<file path="src/design/disparity_to_depth_unit_assert.svh">
// Assertion macros for the disparity-to-depth top level.
`ifndef DISPARITY_TO_DEPTH_UNIT_ASSERT_SVH
`define DISPARITY_TO_DEPTH_UNIT_ASSERT_SVH
`ifndef ASSERT_OFF
`define ASSERT_IMPL(label, ante, cons) \
    label: assert property (@(posedge i_clk) disable iff (!i_rst_n) (ante) |-> (cons)) \
        else $error("assertion failed");
`define ASSERT_NEXT(label, ante, cons) \
    label: assert property (@(posedge i_clk) disable iff (!i_rst_n) (ante) |=> (cons)) \
        else $error("assertion failed");
`else
`define ASSERT_IMPL(label, ante, cons)
`define ASSERT_NEXT(label, ante, cons)
`endif
`endif

</file>
<file path="src/design/d2d_pkg.sv">
// Shared constants and types of the disparity-to-depth unit.
package d2d_pkg;

    localparam int DispW    = 16;
    localparam int FbW      = 32;
    localparam int DepthW   = 32;
    localparam int QuoW     = FbW + 4;
    localparam int NumSteps = QuoW;
    localparam int MulW     = FbW + 10;
    localparam int MmShift  = 12;
    localparam int CfgIdxW  = 2;

    localparam logic [9:0]        MmPerMetre = 10'd1000;
    localparam logic [DepthW-1:0] MmMax      = 32'h0000_FFFF;

    localparam logic [CfgIdxW-1:0] CfgFocalBaseline = 2'd0;
    localparam logic [CfgIdxW-1:0] CfgOutputMode    = 2'd1;
    localparam logic [CfgIdxW-1:0] CfgInvalidDepth  = 2'd2;

    localparam logic ModeMm = 1'b0;
    localparam logic ModeQ  = 1'b1;

    // Payload carried by each divider cell.
    typedef struct packed {
        logic [DispW-1:0] rem;
        logic [QuoW-1:0]  word;
        logic [DispW-1:0] divisor;
        logic             invalid;
    } t_div_word;

endpackage

</file>
<file path="src/design/d2d_div_cell.sv">
// One restoring-division step: resolves one quotient bit and registers the result.
module d2d_div_cell (
    input  logic                i_clk,
    input  logic                i_rst_n,
    input  logic                i_en,
    input  logic                i_valid,
    input  d2d_pkg::t_div_word  i_word,
    output logic                o_valid,
    output d2d_pkg::t_div_word  o_word
);

    logic               r_valid;
    d2d_pkg::t_div_word r_word;
    d2d_pkg::t_div_word n_word;
    logic [d2d_pkg::DispW:0]   s_partial;
    logic [d2d_pkg::DispW+1:0] s_diff;
    logic                      s_ge;

    // The numerator bits leave at the top of the word while quotient bits enter at the bottom.
    always_comb begin
        s_partial = {i_word.rem, i_word.word[d2d_pkg::QuoW-1]};
        s_diff    = {1'b0, s_partial} - {2'b00, i_word.divisor};
        s_ge      = !s_diff[d2d_pkg::DispW+1];
        n_word         = i_word;
        n_word.word    = {i_word.word[d2d_pkg::QuoW-2:0], s_ge};
        n_word.rem     = s_ge ? s_diff[d2d_pkg::DispW-1:0] : s_partial[d2d_pkg::DispW-1:0];
    end

    always_ff @(posedge i_clk) begin
        if (!i_rst_n) begin
            r_valid <= 1'b0;
        end else if (i_en) begin
            r_valid <= i_valid;
        end
    end

    always_ff @(posedge i_clk) begin
        if (i_en) begin
            r_word <= n_word;
        end
    end

    assign o_valid = r_valid;
    assign o_word  = r_word;

endmodule

</file>
<file path="src/design/disparity_to_depth_unit.sv">
// Top level of the disparity-to-depth unit: registers, numerator stage, divider chain, output.
//
// Converts a stream of disparities (sixteenths of a pixel) into depths.
// Input beats arrive on i_in_valid / o_in_ready with i_disparity_raw; result
// beats leave on o_out_valid / i_out_ready with o_depth_value, o_is_invalid
// and o_saturated. Every input beat gives exactly one result beat, in order.
// The configuration port writes focal_baseline, output_mode and
// invalid_depth by index; it should be written only while no beat is in flight.
// A result passes through a front register that forms the numerator,
// a chain of 36 division cells that resolve one quotient bit each, and
// the output register, which takes the saturated depth. The chain takes a
// new beat every cycle while the output is not stalled, so the throughput is one beat per clock.
// When the receiver stalls with a result waiting, the whole chain holds and
// o_in_ready falls; it rises again in the cycle the result is taken.
// Synchronous reset empties the chain and clears all configuration to zero.
module disparity_to_depth_unit (
    input  logic                           i_clk,
    input  logic                           i_rst_n,
    input  logic                           i_cfg_wr_en,
    input  logic [d2d_pkg::CfgIdxW-1:0]    i_cfg_index,
    input  logic [d2d_pkg::FbW-1:0]        i_cfg_data,
    input  logic                           i_in_valid,
    output logic                           o_in_ready,
    input  logic [d2d_pkg::DispW-1:0]      i_disparity_raw,
    output logic                           o_out_valid,
    input  logic                           i_out_ready,
    output logic [d2d_pkg::DepthW-1:0]     o_depth_value,
    output logic                           o_is_invalid,
    output logic                           o_saturated
);

`include "disparity_to_depth_unit_assert.svh"

    logic [d2d_pkg::FbW-1:0]    r_fb;
    logic                       r_mode;
    logic [d2d_pkg::DepthW-1:0] r_inv_depth;

    logic                       s_en;
    logic [d2d_pkg::MulW-1:0]   s_mul;
    d2d_pkg::t_div_word         n_front;

    logic                       s_valid [0:d2d_pkg::NumSteps];
    d2d_pkg::t_div_word         s_word  [0:d2d_pkg::NumSteps];
    logic                       r_front_valid;
    d2d_pkg::t_div_word         r_front;

    logic                       r_out_valid;
    logic [d2d_pkg::DepthW-1:0] r_out_depth;
    logic                       r_out_invalid;
    logic                       r_out_sat;
    logic                       r_out_mode;
    logic [d2d_pkg::DepthW-1:0] n_out_depth;
    logic                       n_out_sat;
    logic [d2d_pkg::QuoW-1:0]   s_quo;

    always_ff @(posedge i_clk) begin
        if (!i_rst_n) begin
            r_fb        <= '0;
            r_mode      <= d2d_pkg::ModeMm;
            r_inv_depth <= '0;
        end else if (i_cfg_wr_en) begin
            unique case (i_cfg_index)
                d2d_pkg::CfgFocalBaseline: r_fb        <= i_cfg_data;
                d2d_pkg::CfgOutputMode:    r_mode      <= i_cfg_data[0];
                d2d_pkg::CfgInvalidDepth:  r_inv_depth <= i_cfg_data;
                default: ;
            endcase
        end
    end

    // The chain advances whenever the output register is empty or being emptied.
    assign s_en       = !r_out_valid || i_out_ready;
    assign o_in_ready = s_en;

    // Millimetres: fb*1000/2^12 first, which leaves the floored quotient unchanged.
    always_comb begin
        s_mul           = r_fb * d2d_pkg::MmPerMetre;
        n_front.rem     = '0;
        n_front.divisor = i_disparity_raw;
        n_front.invalid = (i_disparity_raw == '0);
        if (r_mode == d2d_pkg::ModeMm) begin
            n_front.word = d2d_pkg::QuoW'(s_mul[d2d_pkg::MulW-1:d2d_pkg::MmShift]);
        end else begin
            n_front.word = {r_fb, 4'b0000};
        end
    end

    always_ff @(posedge i_clk) begin
        if (!i_rst_n) begin
            r_front_valid <= 1'b0;
        end else if (s_en) begin
            r_front_valid <= i_in_valid;
        end
    end

    always_ff @(posedge i_clk) begin
        if (s_en) begin
            r_front <= n_front;
        end
    end

    assign s_valid[0] = r_front_valid;
    assign s_word[0]  = r_front;

    for (genvar g = 0; g < d2d_pkg::NumSteps; g++) begin : g_cell
        d2d_div_cell u_cell (
            .i_clk   (i_clk),
            .i_rst_n (i_rst_n),
            .i_en    (s_en),
            .i_valid (s_valid[g]),
            .i_word  (s_word[g]),
            .o_valid (s_valid[g+1]),
            .o_word  (s_word[g+1])
        );
    end

    always_comb begin
        s_quo = s_word[d2d_pkg::NumSteps].word;
        n_out_sat = 1'b0;
        if (s_word[d2d_pkg::NumSteps].invalid) begin
            if (r_mode == d2d_pkg::ModeMm && r_inv_depth[d2d_pkg::DepthW-1:16] != '0) begin
                n_out_depth = d2d_pkg::MmMax;
            end else begin
                n_out_depth = r_inv_depth;
            end
        end else if (r_mode == d2d_pkg::ModeMm) begin
            if (s_quo[d2d_pkg::QuoW-1:16] != '0) begin
                n_out_depth = d2d_pkg::MmMax;
                n_out_sat   = 1'b1;
            end else begin
                n_out_depth = {16'h0000, s_quo[15:0]};
            end
        end else begin
            if (s_quo[d2d_pkg::QuoW-1:d2d_pkg::DepthW] != '0) begin
                n_out_depth = '1;
                n_out_sat   = 1'b1;
            end else begin
                n_out_depth = s_quo[d2d_pkg::DepthW-1:0];
            end
        end
    end

    always_ff @(posedge i_clk) begin
        if (!i_rst_n) begin
            r_out_valid <= 1'b0;
        end else if (s_en) begin
            r_out_valid <= s_valid[d2d_pkg::NumSteps];
        end
    end

    always_ff @(posedge i_clk) begin
        if (s_en) begin
            r_out_depth   <= n_out_depth;
            r_out_invalid <= s_word[d2d_pkg::NumSteps].invalid;
            r_out_sat     <= n_out_sat;
            r_out_mode    <= r_mode;
        end
    end

    assign o_out_valid   = r_out_valid;
    assign o_depth_value = r_out_depth;
    assign o_is_invalid  = r_out_invalid;
    assign o_saturated   = r_out_sat;

    `ASSERT_IMPL(a_invalid_not_sat, r_out_valid && r_out_invalid, !r_out_sat)
    `ASSERT_IMPL(a_mm_range, r_out_valid && r_out_mode == d2d_pkg::ModeMm, r_out_depth[d2d_pkg::DepthW-1:16] == '0)
    `ASSERT_IMPL(a_q_sat_max, r_out_valid && r_out_sat && r_out_mode == d2d_pkg::ModeQ, r_out_depth == '1)
    `ASSERT_NEXT(a_chain_to_out, s_valid[d2d_pkg::NumSteps] && s_en, r_out_valid)

endmodule
</file>
<file path="config.mk">
export PLATFORM = sky130hd
export DESIGN_NAME = disparity_to_depth_unit
export DESIGN_NICKNAME = d
export VERILOG_FILES = /design/src/design/d2d_pkg.sv /design/src/design/d2d_div_cell.sv /design/src/design/disparity_to_depth_unit.sv
export VERILOG_INCLUDE_DIRS = /design/src /design/src/design
export SDC_FILE = /design/constraint.sdc
export NUM_CORES = 2
export LEC_CHECK = 0
export BUFFER_PORTS_ARGS = -buffer_cell sky130_fd_sc_hd__buf_2
export CAP_MARGIN = 0
export CORE_MARGIN = 3
export CORE_UTILIZATION = 40
export DETAILED_ROUTE_END_ITERATION = 10
export PLACE_DENSITY_LB_ADDON = 0.12
export SETUP_SLACK_MARGIN = 0.5
export SLEW_MARGIN = 20
export SYNTH_ARGS = -nofsm -noshare
export SYNTH_HDL_FRONTEND = slang
export SYNTH_HIERARCHICAL = 1
export SYNTH_SLANG_ARGS = --single-unit
</file>
<file path="constraint.sdc">
create_clock -name i_clk -period 98.3 [get_ports i_clk]
set_clock_uncertainty 0.2 [all_clocks]
set_input_delay 9.83 -clock i_clk [delete_from_list [all_inputs] [get_ports i_clk]]
set_output_delay 9.83 -clock i_clk [all_outputs]
set_load 0.05 [all_outputs]
</file>
Yosys cells after proc, flatten, opt, wreduce, memory -nomap -nowiden. Cells that the tools add are included.

Add/sub/neg operators: 36. Multipliers: 1. Equality and inequality tests: 2. Muxes and demuxes: 44. Bitwise gates (word level): 1. Reductions and logical operators: 47.

Operators with widths (number): 17-bit by 16-bit subtractor with 18-bit output (35); 16-bit two-way mux (35); 32-bit two-way mux (4); 32-bit by 7-bit multiplier with 39-bit output, second input constant (1); 1-bit zero test (37); 30-bit two-way mux (1); 20-bit nonzero test (1); 1-bit by 16-bit subtractor with 17-bit output (1); 16-bit zero test (1); 16-bit nonzero test (1); 2-bit AND reduction (3); 1-bit two-way mux (4); 4-bit nonzero test (1); 2-bit by 1-bit == test with 1-bit output, second input constant (1); 2-bit == test, second input constant (1); 2-bit zero test (1); 1-bit logical AND (1); 1-bit logical OR (1); 1-bit NOT (1).

Register bits: 2642. Bits of input ports: 55. Output and inout bits: 36. Logic and storage cells: 323.

Logic depth before layout (Yosys ltp).
Depth in word-level cells: 4. Gate-level depth with buffers: 17. Mapped depth without buffers: 17.

Cells and area by module. The synthesis kept the hierarchy.

Modules (own cells, without submodules): d2d_div_cell at g_cell[11].u_cell ... (times used 15, cells each 229, area an instance 3270.6 um^2, sequential area each 2092.0 um^2); d2d_div_cell at g_cell[31].u_cell ... (times used 12, cells each 223, area an instance 3238.1 um^2, sequential area each 2092.0 um^2); d2d_div_cell at g_cell[0].u_cell ... (times used 9, cells each 197, area an instance 3116.7 um^2, sequential area each 2092.0 um^2); disparity_to_depth_unit (times used 1, cells each 1097, area an instance 11074.4 um^2, sequential area each 3953.8 um^2).

Worst setup path after synthesis. Ideal clock, no wire load.

Path kind: input-to-output. Start: in i_out_ready. End: out o_in_ready. Data arrival time: 72.466 ns. Data required time: 88.270 ns. Slack: 15.804 ns. Stages: 1. Path buffers: 0. Cells stage by stage: nand2b_1.

Longest elaborated chain between the ends: 1.

Ends and longest elaborated chain: from (decl) (line disparity_to_depth_unit.sv:26) `input logic i_out_ready,`; 1-bit logical OR (line disparity_to_depth_unit.sv:72) `assign s_en = !r_out_valid || i_out_ready;`; to (decl) (line disparity_to_depth_unit.sv:23) `output logic o_in_ready,`.

Every way passes these cells.

Worst setup path after layout. Same ends and word-level chain as after synthesis.

==> summary.md <==
| Metric | Value |
|---|---|
| Die area | `approximately 320000 um2` |
| Detailed-route DRC error count | `0` |
| CP Max Fanout | `32` |
| WL final | `between 200000 and 300000 um` |
| Worst Setup End Kind | `primary output` |
| Combinational cell fraction of total power | `35.4%` |
| Overflow after GRT | `0` |
| Worst-margin pin slew | `roughly 1.2 ns` |
| Final Hold Viols | `0` |
| Period minus WS final | `~21 ns` |
| Core Area | `about 310000 um2` |
| YS warnings | `6` |
| Total GRT Usage | `between 10% and 20%` |
| Relative slew slack | `18.2%` |
| RSZ-0062 raised after global routing | `no` |
| Die X | `approximately 570 um` |
| I/O pin count | `91` |
| Sequential fraction of design power | `between 40 and 50%` |
| Clk buf depth | `4` |
| CP arrival | `roughly 11 ns` |
| Post-DP HPWL | `between 150000 and 200000 um` |
| I/O Buffers | `90` |
| DR pass1 iterations | `5` |
| Cell Rows | `about 200` |
| GP Congestion | `approximately 0.86` |
| Num CTS Buffers | `301` |
| Sw Ratio | `~32%` |
| Pint | `between 0.003 and 0.004 W` |
| R2R Setup Slk | `approximately 91 ns` |
| Final Net Count | `between 10000 and 15000` |
| Iter 0 DRT Violations | `between 5000 and 6000` |
| Status | `completed` |
| Resized Gates After CTS | `0` |
| Vias in the first global route | `around 70000` |
| Critical Path Most Common Cell | `buf_2` |
| Max Slew Vio Count | `0` |
| CTS tree | `yes` |
| DR vias | `just under 70000` |
| Clock power frac | `24.1%` |
| Syn_area_per_cell | `roughly 14 um2` |
| Area grow syn2layout | `12.0%` |
| Hold Path Class | `flop to flop` |
| Initial antenna violation count | `1` |
| NetSw | `between 0.001 and 0.0015 W` |
| Pwr/cell area | `approximately 32 nW/um2` |
| Fmax | `between 40 and 50 MHz` |
| Layout cells sized above 1 | `13.7%` |
| Leak | `roughly 56 nW` |
| GR peak layer | `met2` |
| First-pass GRT wire length | `409000 um` |
| Wire per inst | `about 20 um` |
| Vias per cell | `between 5 and 6` |
| Grt met1 use | `approximately a fifth` |
| Critical setup path kind | `input port to primary output` |
| Final setup vio count | `0` |
| Crit-path cells | `buf_2, nand2b_4, buf_2` |
| Clk_lat worst skew | `about 0.9 ns` |
| Maxcap violations | `0` |
| Total negative setup slack | `0 ns` |
| Clk sinks | `approximately 2600` |
| Largest net degree at the start of global routing | `150` |
| Met3 GRT Util | `under 10%` |
| Cells after Synth | `8856` |
| Final core occ | `~45%` |
| Max H-tree Level | `5` |
| Starting density of the core | `between 40% and 50%` |
| CP max-delay cell | `nand2b_4` |
| CP Data Required Time | `around 88 ns` |
| VDD IR-drop max | `~17 uV` |
| CTS Hold Bufs | `0` |
| Postcts setup bufs | `0` |
| Reg clk slew, reported paths | `0.05 ns` |
| Startpoint Class | `input port` |
| Clock root buffer | `clkbuf_16` |
| Met2 Resource Use GR | `28.8%` |
| Max incr delay on CP | `0.49 ns` |
| Netlist Area Pre-Place | `about 130000 um2` |
| ANT nets after route | `0` |
| Die Ht | `566 um` |
| Tcrit/Tclk final | `about a fifth` |
[worst max-delay path: cells and delay by family]
family	cells	cell delay, ns
buffers and inverters	2	0.46
and+or+nand+nor	1	0.49
[layout by cell type (no fill, tap or decap), drive strengths merged, types with 129 or more instances in the layout]
master     n
xnor2    160
nand2    487
buf      161
a21oi    394
nand3    135
mux2i    129
o21a     137
clkbuf   370
a211oi   148
xor2     175
a21o     184
fa       152
edfxtp  2539
mux2     455
nor2     473
inv      908
o21ai    368
ha       659
[per-stage QoR]
stage          hold WS (ns)  power (W)  worst slack (ns)  instance area (um2)  instances
2_1_floorplan         0.200    0.00308             16.56               126000       8889
3_3_place_gp          0.200    0.00346             77.48               131000      13000
3_5_place_dp          0.205    0.00348             77.45               131000      13000
4_1_cts               0.185    0.00462             77.46               140000      13600
5_1_grt               0.195    0.00485             77.42               140000      13600
6_report              0.191    0.00456             77.47               141000      13600
[power groups by stage]
stage | clock network [W] | registers (W) | logic, W
finish | 0.00110 | 0.00185 | 0.00162
global route | 0.00119 | 0.00188 | 0.00178
CTS | 0.00115 | 0.00185 | 0.00162
detailed placement | 0 | 0.00187 | 0.00161
global placement | 0 | 0.00187 | 0.00159
floorplan | 0 | 0.00178 | 0.00131
[sequential cells by signal (all words and copies together) (netlist names)]
name                   cells
g_cell.u_cell/o_word    2452
r_front                   53
g_cell.u_cell/o_valid     36
o_depth_value             32
r_fb                      32
r_inv_depth               32
o_is_invalid               1
o_out_valid                1
o_saturated                1
r_front_valid              1
r_mode                     1
[metal layers]
metal	vias to the layer above	wire, um	share of wire, %
li1	33700	-	-
met1	34400	115000	43
met2	1099	135000	51
met3	435	7960	3.0
met4	0	8960	3.4
met5	-	0	0
[path summary, 6_finish.rpt]
| kind | from | end | cells after the start |
|---|---|---|---|
| max reg2reg | o_out_valid | g_cell[22].u_cell/o_word[38] | 8 |
| min | g_cell[11].u_cell/o_word[21] | g_cell[12].u_cell/o_word[22] | 0 |
| max | i_out_ready | o_in_ready | 3 |
| min reg2reg | g_cell[11].u_cell/o_word[21] | g_cell[12].u_cell/o_word[22] | 0 |
[area by class of cell]
type                    count  area [um2]
inverters                 895        3390
well taps                4120        5150
fillers                 27800      170000
clock inverters           173        1870
repair buffers            161        1030
flip-flops and latches   2642       78300
clock buffers             370        7920
multi-input cells        5204       42800
diodes                      6        15.0
No activity file was read; power rests on OpenSTA's default activity.
